[config.mk]
export PLATFORM = sky130hd
export DESIGN_NAME = newton_integer_hypotenuse_flat
export DESIGN_NICKNAME = d
export VERILOG_FILES = /design/src/hw/rtl/nih_pkg.sv /design/src/hw/rtl/nih_if.sv /design/src/hw/rtl/nih_dp.sv /design/src/hw/rtl/nih_ctrl.sv /design/src/hw/rtl/newton_integer_hypotenuse.sv /design/src/flat_wrapper.sv
export VERILOG_INCLUDE_DIRS = /design/src /design/src/hw/rtl
export SDC_FILE = /design/constraint.sdc
export NUM_CORES = 1
export LEC_CHECK = 0
export BUFFER_PORTS_ARGS = -buffer_cell sky130_fd_sc_hd__buf_2
export CAP_MARGIN = 20
export CORE_ASPECT_RATIO = 0.5
export CORE_UTILIZATION = 65
export DETAILED_ROUTE_END_ITERATION = 8
export PLACE_DENSITY = 0.82
export SLEW_MARGIN = 10
export SYNTH_ARGS = -nofsm -noshare
export SYNTH_HDL_FRONTEND = slang
export SYNTH_SLANG_ARGS = --single-unit
[constraint.sdc]
create_clock -name clk -period 10.7 [get_ports clk]
set_input_delay 2.675 -clock clk [delete_from_list [all_inputs] [get_ports clk]]
set_output_delay 2.675 -clock clk [all_outputs]
set_load 0.1 [all_outputs]
[src/hw/rtl/assert_macros.svh]
// ----------------------------------------------------------------------------
// assert_macros.svh: concurrent assertion helpers, sampled on clk with the
// check held off while rst_n is low.
// ----------------------------------------------------------------------------
`ifndef ASSERT_MACROS_SVH
`define ASSERT_MACROS_SVH

// Same-cycle implication.
`define ASSERT_IMPL(label, ante, cons, msg) \
  label: assert property (@(posedge clk) disable iff (!rst_n) (ante) |-> (cons)) \
    else $error(msg);

// Next-cycle implication.
`define ASSERT_NEXT(label, ante, cons, msg) \
  label: assert property (@(posedge clk) disable iff (!rst_n) (ante) |=> (cons)) \
    else $error(msg);

`endif

[src/hw/rtl/nih_pkg.sv]
// ----------------------------------------------------------------------------
// nih_pkg: shared types for the integer hypotenuse block
// Controller states, datapath command and status bundles, divider constants.
// ----------------------------------------------------------------------------
package nih_pkg;

  localparam int unsigned DIV_BITS  = 32;
  localparam int unsigned DIV_CNT_W = $clog2(DIV_BITS);

  typedef enum logic [2:0] {
    ST_IDLE,
    ST_MUL_X,
    ST_MUL_Y,
    ST_ADD,
    ST_CHECK,
    ST_DIV,
    ST_UPDATE,
    ST_DONE
  } nih_state_t;

  typedef struct packed {
    logic load;
    logic mul_x;
    logic mul_y;
    logic add;
    logic zero;
    logic fail;
    logic div_start;
    logic div_step;
    logic update;
  } nih_cmd_t;

  typedef struct packed {
    logic sq_zero;
    logic est_zero;
    logic div_last;
    logic converged;
  } nih_sts_t;

endpackage

[src/hw/rtl/nih_if.sv]
// ----------------------------------------------------------------------------
// nih_in_if / nih_out_if: valid-ready channels of the hypotenuse block
// A transaction moves at a rising edge with valid and ready both high.
// ----------------------------------------------------------------------------
interface nih_in_if;
  logic               valid;
  logic               ready;
  logic signed [15:0] offset_x;
  logic signed [15:0] offset_y;

  modport source (output valid, output offset_x, output offset_y, input ready);
  modport sink   (input valid, input offset_x, input offset_y, output ready);
endinterface

interface nih_out_if;
  logic               valid;
  logic               ready;
  logic signed [15:0] length;
  logic               failed;

  modport source (output valid, output length, output failed, input ready);
  modport sink   (input valid, input length, input failed, output ready);
endinterface

[src/hw/rtl/nih_dp.sv]
// ----------------------------------------------------------------------------
// nih_dp: hypotenuse datapath
// Shared squarer, square-sum register, bit-serial restoring divider and the
// Newton update of the 16-bit estimate.
// ----------------------------------------------------------------------------
module nih_dp (
  input  logic               clk,
  input  logic signed [15:0] offset_x,
  input  logic signed [15:0] offset_y,
  input  nih_pkg::nih_cmd_t  cmd,
  output nih_pkg::nih_sts_t  sts,
  output logic signed [15:0] length,
  output logic               failed
);

  logic signed [15:0] x_r, y_r, est_r;
  logic [31:0] prod_r, sq_r, dvd_r;
  logic [15:0] rem_r, dsr_r;
  logic        neg_r, fail_r;
  logic [nih_pkg::DIV_CNT_W-1:0] bit_cnt_r;

  logic signed [15:0] mul_op;
  logic [15:0] abs_x, abs_y;
  logic [16:0] shifted, diff;
  logic        ge;
  logic [15:0] q16, sum16, adj16;
  logic signed [15:0] half;

  assign mul_op = cmd.mul_y ? y_r : x_r;
  assign abs_x  = offset_x[15] ? 16'(-offset_x) : offset_x;
  assign abs_y  = offset_y[15] ? 16'(-offset_y) : offset_y;

  // one quotient bit per cycle
  assign shifted = {rem_r, dvd_r[31]};
  assign ge      = shifted >= {1'b0, dsr_r};
  assign diff    = shifted - {1'b0, dsr_r};

  // only the low 16 quotient bits reach the estimate
  assign q16   = neg_r ? 16'(-dvd_r[15:0]) : dvd_r[15:0];
  assign sum16 = est_r + q16;
  assign adj16 = sum16 + {15'd0, sum16[15]};   // halve toward zero
  assign half  = {adj16[15], adj16[15:1]};

  always_ff @(posedge clk) begin
    if (cmd.load) begin
      x_r    <= offset_x;
      y_r    <= offset_y;
      est_r  <= abs_x + abs_y;
      fail_r <= 1'b0;
    end
    if (cmd.mul_x || cmd.mul_y) begin
      prod_r <= 32'(mul_op * mul_op);
    end
    if (cmd.mul_y) begin
      sq_r <= prod_r;
    end
    if (cmd.add) begin
      sq_r <= sq_r + prod_r;
    end
    if (cmd.zero) begin
      est_r <= '0;
    end
    if (cmd.fail) begin
      est_r  <= '0;
      fail_r <= 1'b1;
    end
    if (cmd.div_start) begin
      dvd_r     <= sq_r[31] ? 32'(-sq_r) : sq_r;
      dsr_r     <= est_r[15] ? 16'(-est_r) : est_r;
      neg_r     <= sq_r[31] ^ est_r[15];
      rem_r     <= '0;
      bit_cnt_r <= '0;
    end
    if (cmd.div_step) begin
      rem_r     <= ge ? diff[15:0] : shifted[15:0];
      dvd_r     <= {dvd_r[30:0], ge};
      bit_cnt_r <= bit_cnt_r + 1'b1;
    end
    if (cmd.update) begin
      est_r <= half;
    end
  end

  assign sts.sq_zero   = (sq_r == '0);
  assign sts.est_zero  = (est_r == '0);
  assign sts.div_last  = (bit_cnt_r == nih_pkg::DIV_CNT_W'(nih_pkg::DIV_BITS - 1));
  assign sts.converged = (half == est_r);

  assign length = est_r;
  assign failed = fail_r;

endmodule

[src/hw/rtl/nih_ctrl.sv]
// ----------------------------------------------------------------------------
// nih_ctrl: hypotenuse controller
// Sequences squaring, the per-step division and update, and the handshakes.
// ----------------------------------------------------------------------------
module nih_ctrl #(
  parameter int unsigned MAX_ITERATIONS = 100
) (
  input  logic              clk,
  input  logic              rst_n,
  input  logic              in_valid,
  output logic              in_ready,
  output logic              out_valid,
  input  logic              out_ready,
  input  nih_pkg::nih_sts_t sts,
  output nih_pkg::nih_cmd_t cmd
);

  localparam int unsigned ITER_W = $clog2(MAX_ITERATIONS + 1);

  nih_pkg::nih_state_t state_r, state_nxt;
  logic [ITER_W-1:0]   iter_r, iter_nxt;
  logic                at_limit;

  assign at_limit = (iter_r == ITER_W'(MAX_ITERATIONS));

  always_ff @(posedge clk) begin
    if (!rst_n) begin
      state_r <= nih_pkg::ST_IDLE;
      iter_r  <= '0;
    end else begin
      state_r <= state_nxt;
      iter_r  <= iter_nxt;
    end
  end

  // next state
  always_comb begin
    state_nxt = state_r;
    iter_nxt  = iter_r;
    case (state_r)
      nih_pkg::ST_IDLE: begin
        if (in_valid) begin
          state_nxt = nih_pkg::ST_MUL_X;
          iter_nxt  = '0;
        end
      end
      nih_pkg::ST_MUL_X: state_nxt = nih_pkg::ST_MUL_Y;
      nih_pkg::ST_MUL_Y: state_nxt = nih_pkg::ST_ADD;
      nih_pkg::ST_ADD:   state_nxt = nih_pkg::ST_CHECK;
      nih_pkg::ST_CHECK: begin
        if (sts.sq_zero || at_limit || sts.est_zero) begin
          state_nxt = nih_pkg::ST_DONE;
        end else begin
          state_nxt = nih_pkg::ST_DIV;
        end
      end
      nih_pkg::ST_DIV: begin
        if (sts.div_last) begin
          state_nxt = nih_pkg::ST_UPDATE;
        end
      end
      nih_pkg::ST_UPDATE: begin
        iter_nxt  = iter_r + 1'b1;
        state_nxt = sts.converged ? nih_pkg::ST_DONE : nih_pkg::ST_CHECK;
      end
      nih_pkg::ST_DONE: begin
        if (out_ready) begin
          state_nxt = nih_pkg::ST_IDLE;
        end
      end
      default: state_nxt = nih_pkg::ST_IDLE;
    endcase
  end

  // outputs
  always_comb begin
    cmd       = '0;
    in_ready  = 1'b0;
    out_valid = 1'b0;
    case (state_r)
      nih_pkg::ST_IDLE: begin
        in_ready = 1'b1;
        cmd.load = in_valid;
      end
      nih_pkg::ST_MUL_X: cmd.mul_x = 1'b1;
      nih_pkg::ST_MUL_Y: cmd.mul_y = 1'b1;
      nih_pkg::ST_ADD:   cmd.add   = 1'b1;
      nih_pkg::ST_CHECK: begin
        if (sts.sq_zero) begin
          cmd.zero = 1'b1;
        end else if (!at_limit) begin
          if (sts.est_zero) begin
            cmd.fail = 1'b1;
          end else begin
            cmd.div_start = 1'b1;
          end
        end
      end
      nih_pkg::ST_DIV:    cmd.div_step = 1'b1;
      nih_pkg::ST_UPDATE: cmd.update   = 1'b1;
      nih_pkg::ST_DONE:   out_valid    = 1'b1;
      default: ;
    endcase
  end

endmodule

[src/hw/rtl/newton_integer_hypotenuse.sv]
// ----------------------------------------------------------------------------
// newton_integer_hypotenuse: integer vector length by Newton iteration
// Sequence: after the input transaction the controller squares both offsets,
//   adds and checks; a zero vector or zero first estimate ends there, else
//   Newton steps run until convergence, a zero estimate or the step limit.
// Throughput: one transaction at a time; each step runs the bit-serial
//   divider at one quotient bit per cycle. Reset clears the controller only.
// ----------------------------------------------------------------------------
module newton_integer_hypotenuse #(
  parameter int unsigned MAX_ITERATIONS = 100   // 1 to 255
) (
  input  logic     clk,
  input  logic     rst_n,
  nih_in_if.sink   in_ch,
  nih_out_if.source out_ch
);

  nih_pkg::nih_cmd_t cmd;
  nih_pkg::nih_sts_t sts;

  // Controller: walks square -> check -> divide -> update until the estimate
  // repeats, hits zero, or the step limit runs out; then hold the result
  // until the sink takes it.
  nih_ctrl #(
    .MAX_ITERATIONS(MAX_ITERATIONS)
  ) u_ctrl (
    .clk      (clk),
    .rst_n    (rst_n),
    .in_valid (in_ch.valid),
    .in_ready (in_ch.ready),
    .out_valid(out_ch.valid),
    .out_ready(out_ch.ready),
    .sts      (sts),
    .cmd      (cmd)
  );

  // Datapath: one squarer shared by both offsets, 32-step restoring divider
  // on magnitudes with the sign restored afterwards, 16-bit wrapping update.
  nih_dp u_dp (
    .clk     (clk),
    .offset_x(in_ch.offset_x),
    .offset_y(in_ch.offset_y),
    .cmd     (cmd),
    .sts     (sts),
    .length  (out_ch.length),
    .failed  (out_ch.failed)
  );

  // --------------------------------------------------------------------------
  // Checks
  // --------------------------------------------------------------------------
`include "assert_macros.svh"

  // the block works on one transaction at a time
  `ASSERT_IMPL(a_no_overlap, out_ch.valid, !in_ch.ready, "input ready while result pending")
  // a failed result always reports zero length
  `ASSERT_IMPL(a_fail_zero, out_ch.valid && out_ch.failed, out_ch.length == 16'sd0,
               "failed result with nonzero length")
  // a new transaction never shows a result in the next cycle
  `ASSERT_NEXT(a_no_instant, in_ch.valid && in_ch.ready, !out_ch.valid,
               "result valid right after input transaction")
  // the divider only starts on a nonzero estimate
  `ASSERT_IMPL(a_div_nonzero, cmd.div_start, !sts.est_zero, "divide by zero estimate")

endmodule

[src/flat_wrapper.sv]
// flat-port wrapper written by rule: the top's interface ports become plain ports
module newton_integer_hypotenuse_flat 
#(
  parameter int unsigned MAX_ITERATIONS = 100              
)
  (clk, rst_n, in_ch_valid, in_ch_offset_x, in_ch_offset_y, in_ch_ready, out_ch_valid, out_ch_length, out_ch_failed, out_ch_ready);
  nih_in_if in_ch_i ();
  nih_out_if out_ch_i ();
  input  logic clk;
  input  logic rst_n;
  input wire logic [$bits(in_ch_i.valid)-1:0] in_ch_valid;
  input wire logic [$bits(in_ch_i.offset_x)-1:0] in_ch_offset_x;
  input wire logic [$bits(in_ch_i.offset_y)-1:0] in_ch_offset_y;
  output wire logic [$bits(in_ch_i.ready)-1:0] in_ch_ready;
  output wire logic [$bits(out_ch_i.valid)-1:0] out_ch_valid;
  output wire logic [$bits(out_ch_i.length)-1:0] out_ch_length;
  output wire logic [$bits(out_ch_i.failed)-1:0] out_ch_failed;
  input wire logic [$bits(out_ch_i.ready)-1:0] out_ch_ready;
  assign in_ch_i.valid = in_ch_valid;
  assign in_ch_i.offset_x = in_ch_offset_x;
  assign in_ch_i.offset_y = in_ch_offset_y;
  assign in_ch_ready = in_ch_i.ready;
  assign out_ch_valid = out_ch_i.valid;
  assign out_ch_length = out_ch_i.length;
  assign out_ch_failed = out_ch_i.failed;
  assign out_ch_i.ready = out_ch_ready;
  newton_integer_hypotenuse #(.MAX_ITERATIONS(MAX_ITERATIONS)) u_core (.clk(clk), .rst_n(rst_n), .in_ch(in_ch_i), .out_ch(out_ch_i));
endmodule
; ---- Yosys cells after proc, flatten, opt, wreduce, memory -nomap -nowiden
; Index checks and enable logic that the tools add are counted.
[totals]
in_bits = 36
wordCells = 95
out_inout_bits = 19
register_bits = 193
[classes]
mux = 41
reduce_logical = 12
n_lt_le_gt_ge = 1
eq_ne = 13
multipliers = 1
bitwise_logic = 1
add_sub_neg = 12
[ops]
columns = operator, n
row1 = 16-bit two-way mux, 11
row2 = 32-bit two-way mux, 5
row3 = 16-bit negation, 4
row4 = 16-bit adder, 2
row5 = 32-bit adder, 1
row6 = 32-bit logical NOT, 1
row7 = 16-bit by 16-bit multiplier with 32-bit output, 1
row8 = 32-bit negation, 1
row9 = 3-bit one-hot mux with 8 select lines, 1
row10 = 17-bit by 16-bit greater-or-equal comparator with 1-bit output, 1
row11 = 16-bit by 1-bit adder with 16-bit output, 1
row12 = 15-bit by 16-bit equality test with 1-bit output, 1
row13 = 16-bit logical NOT, 1
row14 = 16-bit subtractor, 1
row15 = 15-bit two-way mux, 1
row16 = 7-bit one-hot mux with 2 select lines, 1
row17 = 3-bit equality test (second input constant), 4
row18 = 3-bit two-way mux, 4
row19 = 1-bit two-way mux, 11
row20 = 5-bit two-way mux, 2
row21 = 2-bit two-way mux, 4
row22 = 7-bit by 1-bit adder with 7-bit output (second input constant), 1
row23 = 7-bit equality test (second input constant), 1
row24 = 7-bit two-way mux, 1
row25 = other kinds (13), 19

; ---- Logic depth before layout (Yosys ltp)
; Gate-level depths: netlist of run 1.
[depth]
word_depth = 8
ltp_mapped = 33
ltp_nobuf = 30

; ---- Modules after synthesis
; From an unflattened synthesis of run 1, not the netlist that was laid out.
[unflattened]
hier_cells = 2275
hier_area_um2 = 22200.0
[by_module_without_submodules]
columns = mod, n_inst, cells_per_inst, area_each_um2, seq_area_each_um2
row1 = nih_dp, 1, 2192, 21550.7, 5455.2
row2 = nih_ctrl, 1, 83, 649.4, 200.2

; ---- Worst setup path before layout of run 1
; OpenSTA, ideal clock, no wires.
[synth_timing]
kind = register to register
start = reg u_core.u_ctrl.state_r[2]
end = reg u_core.u_dp.prod_r[30] (data pin)
synth_period_minus_slack_ns = 9.255
required_time_ns = 10.442
setup_slack_ns = 1.445
stages_incl_launch_ff = 29
setup_time_ns = 0.258
path_buffers = 3
arrival_ns = 8.997
cell_sequence = dfxtp_1 -> clkbuf_1 -> nor2b_1 -> nor2b_1 -> clkbuf_1 -> mux2i_1 -> inv_1 -> clkbuf_1 -> nand2_1 -> inv_1 -> fa_1 -> inv_1 -> fa_1 -> fa_1 -> fa_1 -> inv_1 -> fa_1 -> fa_1 -> ha_1 -> a21o_1 -> a21oi_1 -> a211o_1 -> nand2_1 -> o221ai_1 -> a21oi_1 -> a41o_1 -> or4_1 -> a31oi_1 -> xnor2_1
[synth_between]
elab_chain_len = 4
[synth_lines]
columns = element, line_no
row1 = "start, declared", nih_ctrl.sv:20  ; nih_pkg::nih_state_t state_r, state_nxt;
row2 = "start signal, assigned", nih_ctrl.sv:28  ; state_r <= nih_pkg::ST_IDLE;
row3 = "start signal, assigned", nih_ctrl.sv:31  ; state_r <= state_nxt;
row4 = 3-bit by 2-bit equality test with 1-bit output, nih_ctrl.sv:80  ; case (state_r)
row5 = 1-bit two-way mux, nih_ctrl.sv:80
row6 = 16-bit two-way mux, nih_dp.sv:29  ; assign mul_op = cmd.mul_y ? y_r : x_r;
row7 = 16-bit by 16-bit multiplier with 32-bit output, nih_dp.sv:52  ; prod_r <= 32'(mul_op * mul_op);
row8 = "end signal, assigned", nih_dp.sv:52
row9 = "end, declared", nih_dp.sv:17  ; logic [31:0] prod_r, sq_r, dvd_r;
; Every way passes these cells.
; A chain may end at the register's enable or synchronous reset.

; ---- Final worst setup path of run 1
[layout_timing]
start = reg u_core.u_ctrl.state_r[1]
end = reg u_core.u_dp.prod_r[30] (data pin)
; The elaborated chain is that of the path after synthesis.

==> results of run 1 <==
-- metrics by stage --
stage          hold slack [ns]  std cells
5_1_grt                  0.540       2798
3_3_place_gp             0.480       2763
3_5_place_dp             0.510       2763
6_report                 0.517       2799
4_1_cts                  0.521       2795
2_1_floorplan            0.458       2308
-- Yosys cell counts (all sizes together), types with 17 or more instances --
library cell  instances  share of area (%)
nand3                37               0.86
clkbuf               51                1.0
nor2                176                3.0
o21ai               101                2.3
xor2                 74                2.9
o22ai                17               0.48
edfxtp              181                 25
nand2               201                3.4
inv                 385                6.5
nand2b               22               0.62
a21oi               104                2.4
a211oi               18               0.61
a21o                 43                1.5
nor3                 24               0.62
xnor2               142                5.6
mux2i                24                1.1
ha                  172                9.7
fa                  236                 21
o31ai                29                1.0
-- state kept, by name (all words and copies together) (netlist names), 3 cells and up --
signal                 cells
u_core.u_ctrl.iter_r       7
u_core.u_ctrl.state_r      3
u_core.u_dp.bit_cnt_r      5
u_core.u_dp.dsr_r         16
u_core.u_dp.dvd_r         32
u_core.u_dp.length        16
u_core.u_dp.prod_r        31
u_core.u_dp.rem_r         16
u_core.u_dp.sq_r          32
u_core.u_dp.x_r           16
u_core.u_dp.y_r           16
-- worst max path at each step --
stage	start	to	slack (ns)	depth (start not counted)
after floorplan	u_core.u_ctrl.state_r[2]	u_core.u_dp.prod_r[30]	1.45	28
after global placement	u_core.u_ctrl.state_r[1]	u_core.u_dp.prod_r[30]	1.87	26
after detailed placement	u_core.u_ctrl.state_r[1]	u_core.u_dp.prod_r[30]	1.53	26
after CTS	u_core.u_ctrl.state_r[1]	u_core.u_dp.prod_r[30]	1.50	26
after global routing	u_core.u_ctrl.state_r[1]	u_core.u_dp.prod_r[30]	0.88	26
final	u_core.u_ctrl.state_r[1]	u_core.u_dp.prod_r[30]	1.41	25
-- worst max-delay path, stage by stage (launching register included) --
cell	delay, ns
dfxtp_1	0.60
nor2b_2	0.22
buf_4	0.40
nor2b_2	0.82
mux2i_1	0.68
clkinv_1	0.54
nand2_1	0.25
fa_1	0.46
fa_1	0.47
fa_1	0.55
inv_1	0.06
fa_1	0.49
fa_1	0.50
inv_1	0.05
fa_1	0.47
inv_1	0.04
ha_1	0.31
nor4_1	0.34
a211o_1	0.17
nand2_1	0.07
o221ai_1	0.21
a21oi_1	0.18
a41o_1	0.31
or4_1	0.49
a31oi_1	0.23
xnor2_1	0.09
-- kinds of logic (layout without fill, tap and decap cells) --
| kind of cell | after synthesis | count (layout) |
|---|---|---|
| AO/OA/AOI/OAI | 419 | 419 |
| XOR/XNOR | 219 | 219 |
| adder cells (fa/ha/maj) | 408 | 408 |
| buffers and inverters | 447 | 494 |
| flip-flops | 192 | 192 |
| multiplexers | 35 | 35 |
| other | 0 | 3 |
| AND/OR/NAND/NOR | 588 | 588 |
-- area by class of cell --
type | count | share of cell area [%]
Antenna cell | 3 | 0.0320
Clock buffer | 17 | 1.81
Clock inverter | 15 | 1.02
Inverter | 390 | 6.23
Multi-Input combinational cell | 1669 | 62.7
Sequential cell | 192 | 24.1
Tap cell | 441 | 2.35
Timing Repair Buffer | 72 | 1.76
-- per-layer routing --
metal,routed length [µm],share of wire [%],track usage (%),vias to the layer above
met1,21300,41,40.5,8086
met4,2060,4.0,14.1,2
met3,4160,8.0,6.71,159
li1,-,-,-,7829
met5,11,0.021,0,-
met2,24300,47,51.3,662
==> out/qor.yml, run 1 <==
global_route:
  grt_use_total_pct: 31.4
  grt_overflow: 0
  grt_pass1_vias: 17200
  grt_max_degree: 61
  antenna_found_initial: 4
  grt_pass1_wl_um: 85400
clocking:
  postCtsHoldBufs: 0
  cts_setup_buffers: 0
  cts.sinks: 192
  clk_pin_slew_ns: 0.08
  cts_made_buffers: 17
  cts_tree: "built"
  insertion_delay_ns: 0.47
  cts_buffer_depth: 2
  postCtsResizedCells: 0
  ctsHtreeMaxLevel: 4
  cts-root-buf: "clkbuf_16"
setup_path:
  regToRegEndpoint: "u_core.u_dp.prod_r[30]"
  critPathMaxFanout: 33
  r2r-start: "u_core.u_ctrl.state_r[1]"
  critPathLaunchType: "register"
  required_ns: 10.91
  r2r_slack_ns: 1.41
  cp-end-kind: "register"
  critPathKind: "register to register"
  rr_worst_depth: 25
  cp.arrival_ns: 9.50
timing:
  fin_tns_setup_ns: 0
  setup_viol: 0
  tightest_slew_ns: 0.886
  fmax_mhz: 108
  fin_crit_ns: 9.29
  finClkSkew_ns: 0.0167
  finalHoldViolations: 0
  maxSlewViolCount: 0
  layout_setup_ws_ns: 1.41
  fin_crit_sh_pct: 86.8
  slew_headroom_pct: 40.7
  rsz0062_at_grt: "false"
floorplanning:
  start_util_pct: 66.5
  pin_count: 55
  die_area_um2: 34800
  fp.dieH_um: 132
  rows: 47
  fp.coreArea_um2: 33200
  die_x_um: 263
detailed_routing:
  drcViolationCount: 0
  finalWirelength_um: 51900
  via_count: 16700
  drt_iter0_drc: 1354
  vias_per_cell: 5.98
  drt-pass1-iter-count: 6
  ant_nets: 0
  wire_per_inst_um: 18.5
finish:
  register_area_um2: 5660
  drive_gt1_share_pct: 6.71
  finalCoreUtilization_pct: 70.7
  area_delta_synth_final_pct: 6.35
  multiInputGateArea_um2: 14700
  final_common_cell: "inv_1"
  num-fill-cells: 2463
  final_area_um2: 23500
  final_cell_mix: "385 x inv_1, 236 x fa_1, 200 x nand2_1"
  nets: 2786
synth:
  ys_ff_latch: 192
  synth_edf_count: 181
  synth-simple-area-share_pct: 12.6
  yosysWarnings: 0
  synth_nets: 2752
  synth-compound-area-share_pct: 12.4
  syn_inst: 2308
  netlist-cell-type-count: 86
  synth-adder-area-share_pct: 31.1
  synthFlopType: "edfxtp_1"
  syn_area_per_cell_um2: 9.57
  synth_mux_area_share_pct: 1.65
  ys_seq_area_share_pct: 25.6
  synth_xor_xnor_area_share_pct: 8.89
  synth_top_family_by_area: "adder cells"
  async_reset_ff_share_pct: 0
  netlist_area_um2: 22100
min_path:
  worst_hold_path.num_cells: 2
  hp-class: "register to register"
  min_to: "u_core.u_ctrl.iter_r[1]"
  holdCritStartpoint: "u_core.u_ctrl.iter_r[1]"
placed_design:
  hpwl_um: 41000
  placed_cell_area_um2: 22800
  io_buffers: 54
  dp_slack_ns: 1.53
  gp_congestion: 0.990
run:
  drv_cap: 0
status:
  outcome: "completed"
Power of run 1 is not shown: default switching activity piles up to over one toggle a cycle in this logic, so the estimate is an artifact.
==> run 2, diff against run 1 <==
--- a/config.mk
+++ b/config.mk
@@ -9,9 +9,8 @@
 export BUFFER_PORTS_ARGS = -buffer_cell sky130_fd_sc_hd__buf_2
 export CAP_MARGIN = 20
 export CORE_ASPECT_RATIO = 0.5
-export CORE_UTILIZATION = 65
+export CORE_UTILIZATION = 49
 export DETAILED_ROUTE_END_ITERATION = 8
-export PLACE_DENSITY = 0.82
 export SLEW_MARGIN = 10
 export SYNTH_ARGS = -nofsm -noshare
 export SYNTH_HDL_FRONTEND = slang
==> run 2 against run 1 <==
  * Design area rose by 0.44%
  * Clock skew rose by 0.0018 ns
  * Register-to-register slack got worse by 0.27 ns
  * First-iteration DRC count fell by 21%
  * Final cell count rose by 5.3%
  * Sequential cell count did not move
  * Maximum frequency fell by 2.8%
  * Die area rose by 32%
  * Utilization fell by 17 points
  * Worst setup slack got worse by 0.27 ns
  * Sequential share of layout area fell by 0.11 points
==> out/qor.yml, run 2 (synthesis gave the netlist of run 1 again) <==
status:
  outcome: "completed"
floorplanning:
  die_area_um2: 46000  # +32%
  fp.coreArea_um2: 44000  # +32%
  rows: 54  # +15%
  fp.dieH_um: 152  # +15%
  pin_count: 55  # unchanged
  start_util_pct: 50.2  # -16 points
  die_x_um: 302  # +15%
global_route:
  grt_use_total_pct: 23.7  # -7.7 points
  grt_pass1_vias: 16200  # -5.4%
  grt_pass1_wl_um: 85200  # -0.15%
  grt_overflow: 0  # unchanged
  antenna_found_initial: 1  # -3
  grt_max_degree: 84  # +38%
setup_path:
  critPathLaunchType: "register"
  cp-end-kind: "register"
  required_ns: 10.92  # about the same
  critPathMaxFanout: 33  # unchanged
  cp.arrival_ns: 9.78  # +0.28 ns
  critPathKind: "register to register"
placed_design:
  io_buffers: 54  # unchanged
  hpwl_um: 41900  # +2.3%
  gp_congestion: 0.920  # -7.0%
timing:
  hold_ws_ns: 0.514  # -0.00315 ns
  fin_crit_sh_pct: 89.3  # +2.5 points
  setup_viol: 0  # unchanged
  maxSlewViolCount: 0  # unchanged
  finClkSkew_ns: 0.0185  # +0.00184 ns
  fmax_mhz: 105  # -2.8%
  tightest_slew_ns: 0.791  # -0.0951 ns
  fin_tns_setup_ns: 0  # unchanged
  slew_headroom_pct: 47.3  # +6.6 points
  fin_crit_ns: 9.56  # +0.269 ns
  rsz0062_at_grt: "false"
  finalHoldViolations: 0  # unchanged
clocking:
  cts_tree: "built"
  postCtsResizedCells: 0  # unchanged
  ctsHtreeMaxLevel: 4  # unchanged
  clk_pin_slew_ns: 0.08  # about the same
  cts_made_buffers: 17  # unchanged
  cts.sinks: 192  # unchanged
  cts_setup_buffers: 0  # unchanged
  cts_buffer_depth: 2  # unchanged
  cts-root-buf: "clkbuf_16"
  insertion_delay_ns: 0.46  # about the same
  postCtsHoldBufs: 0  # unchanged
detailed_routing:
  drt-pass1-iter-count: 5  # -1
  finalWirelength_um: 51800  # -0.31%
  top_layer: "met4"
  wire_per_inst_um: 17.6  # -5.3%
  drcViolationCount: 0  # unchanged
  vias_per_cell: 5.49  # -8.1%
  m1WireLength_um: 24500  # +15%
  drt_iter0_drc: 1068  # -21%
  via_count: 16200  # -3.3%
  ant_nets: 0  # unchanged
  met2_length_um: 23700  # -2.7%
  route.met3.wl_um: 2540  # -39%
run:
  drv_cap: 0  # unchanged
finish:
  num-fill-cells: 4039  # +64%
  reg_top3: "u_core.u_dp.dvd_r: 32 flops, u_core.u_dp.sq_r: 32 flops, u_core.u_dp.prod_r: 31 flops"
  nets: 2788  # +0.072%
  drive_gt1_share_pct: 6.75  # +0.037 points
  final_common_cell: "inv_1"
  area_delta_synth_final_pct: 6.82
  final_cell_mix: "385 x inv_1, 236 x fa_1, 200 x nand2_1"
min_path:
  hp-class: "register to register"
==> run 2: layer usage <==
metal	vias up	global-route usage [%]
met5	-	0
met4	0	5.65
met3	57	3.75
met2	348	37.9
met1	7954	33.6
li1	7826	-
==> run 2: worst paths after layout <==
| path | from | end | slack (ns) | cells past startpoint |
|---|---|---|---|---|
| max reg2reg | u_core.u_ctrl.state_r[1] | u_core.u_dp.prod_r[30] | 1.14 | 27 |
| min | u_core.u_ctrl.iter_r[1] | u_core.u_ctrl.iter_r[1] | 0.51 | 2 |
| min reg2reg | u_core.u_ctrl.iter_r[1] | u_core.u_ctrl.iter_r[1] | 0.51 | 2 |
| max | u_core.u_ctrl.state_r[1] | u_core.u_dp.prod_r[30] | 1.14 | 27 |
==> run 2: area by class of cell <==
| cell class | instances | area (µm²) | share of cell area [%] |
|---|---|---|---|
| diodes | 1 | 2.50 | 0.0106 |
| clock buffers | 17 | 425 | 1.80 |
| clock inverters | 15 | 150 | 0.636 |
| inverters | 390 | 1460 | 6.20 |
| multi-input cells | 1669 | 14700 | 62.5 |
| flip-flops and latches | 192 | 5660 | 24.0 |
| well taps | 588 | 736 | 3.12 |
| repair buffers | 74 | 428 | 1.81 |
==> run 2: per-stage QoR <==
| stage | util [%] | cells | instance area, µm² | worst slack, ns |
|---|---|---|---|---|
| global placement | 52.3 | 2911 | 23000 | 1.47 |
| global route | 53.7 | 2946 | 23600 | 0.635 |
| finish | 53.7 | 2946 | 23600 | 1.14 |
| CTS | 53.6 | 2944 | 23600 | 1.19 |
| floorplan | - | 2308 | 22100 | 1.45 |
| detailed placement | 52.3 | 2912 | 23000 | 1.19 |
==> run 2: critical path: stages, from the launching register on <==
cell and delay, ns:
dfxtp_1 0.60, nor2b_2 0.22, buf_4 0.41, nor2b_2 0.67
buf_4 0.32, mux2i_1 0.66, inv_1 0.44, nand2_1 0.23
inv_1 0.08, fa_1 0.53, inv_1 0.06, fa_1 0.55
fa_1 0.45, fa_1 0.55, inv_1 0.05, fa_1 0.49
fa_1 0.42, ha_1 0.34, a21o_1 0.19, a21oi_1 0.27
a211o_1 0.21, nand2_1 0.07, o221ai_1 0.24, a21oi_1 0.19
a41o_1 0.30, or4_1 0.48, a31oi_1 0.21, xnor2_1 0.09
Power of run 2 is left out for the same reason.
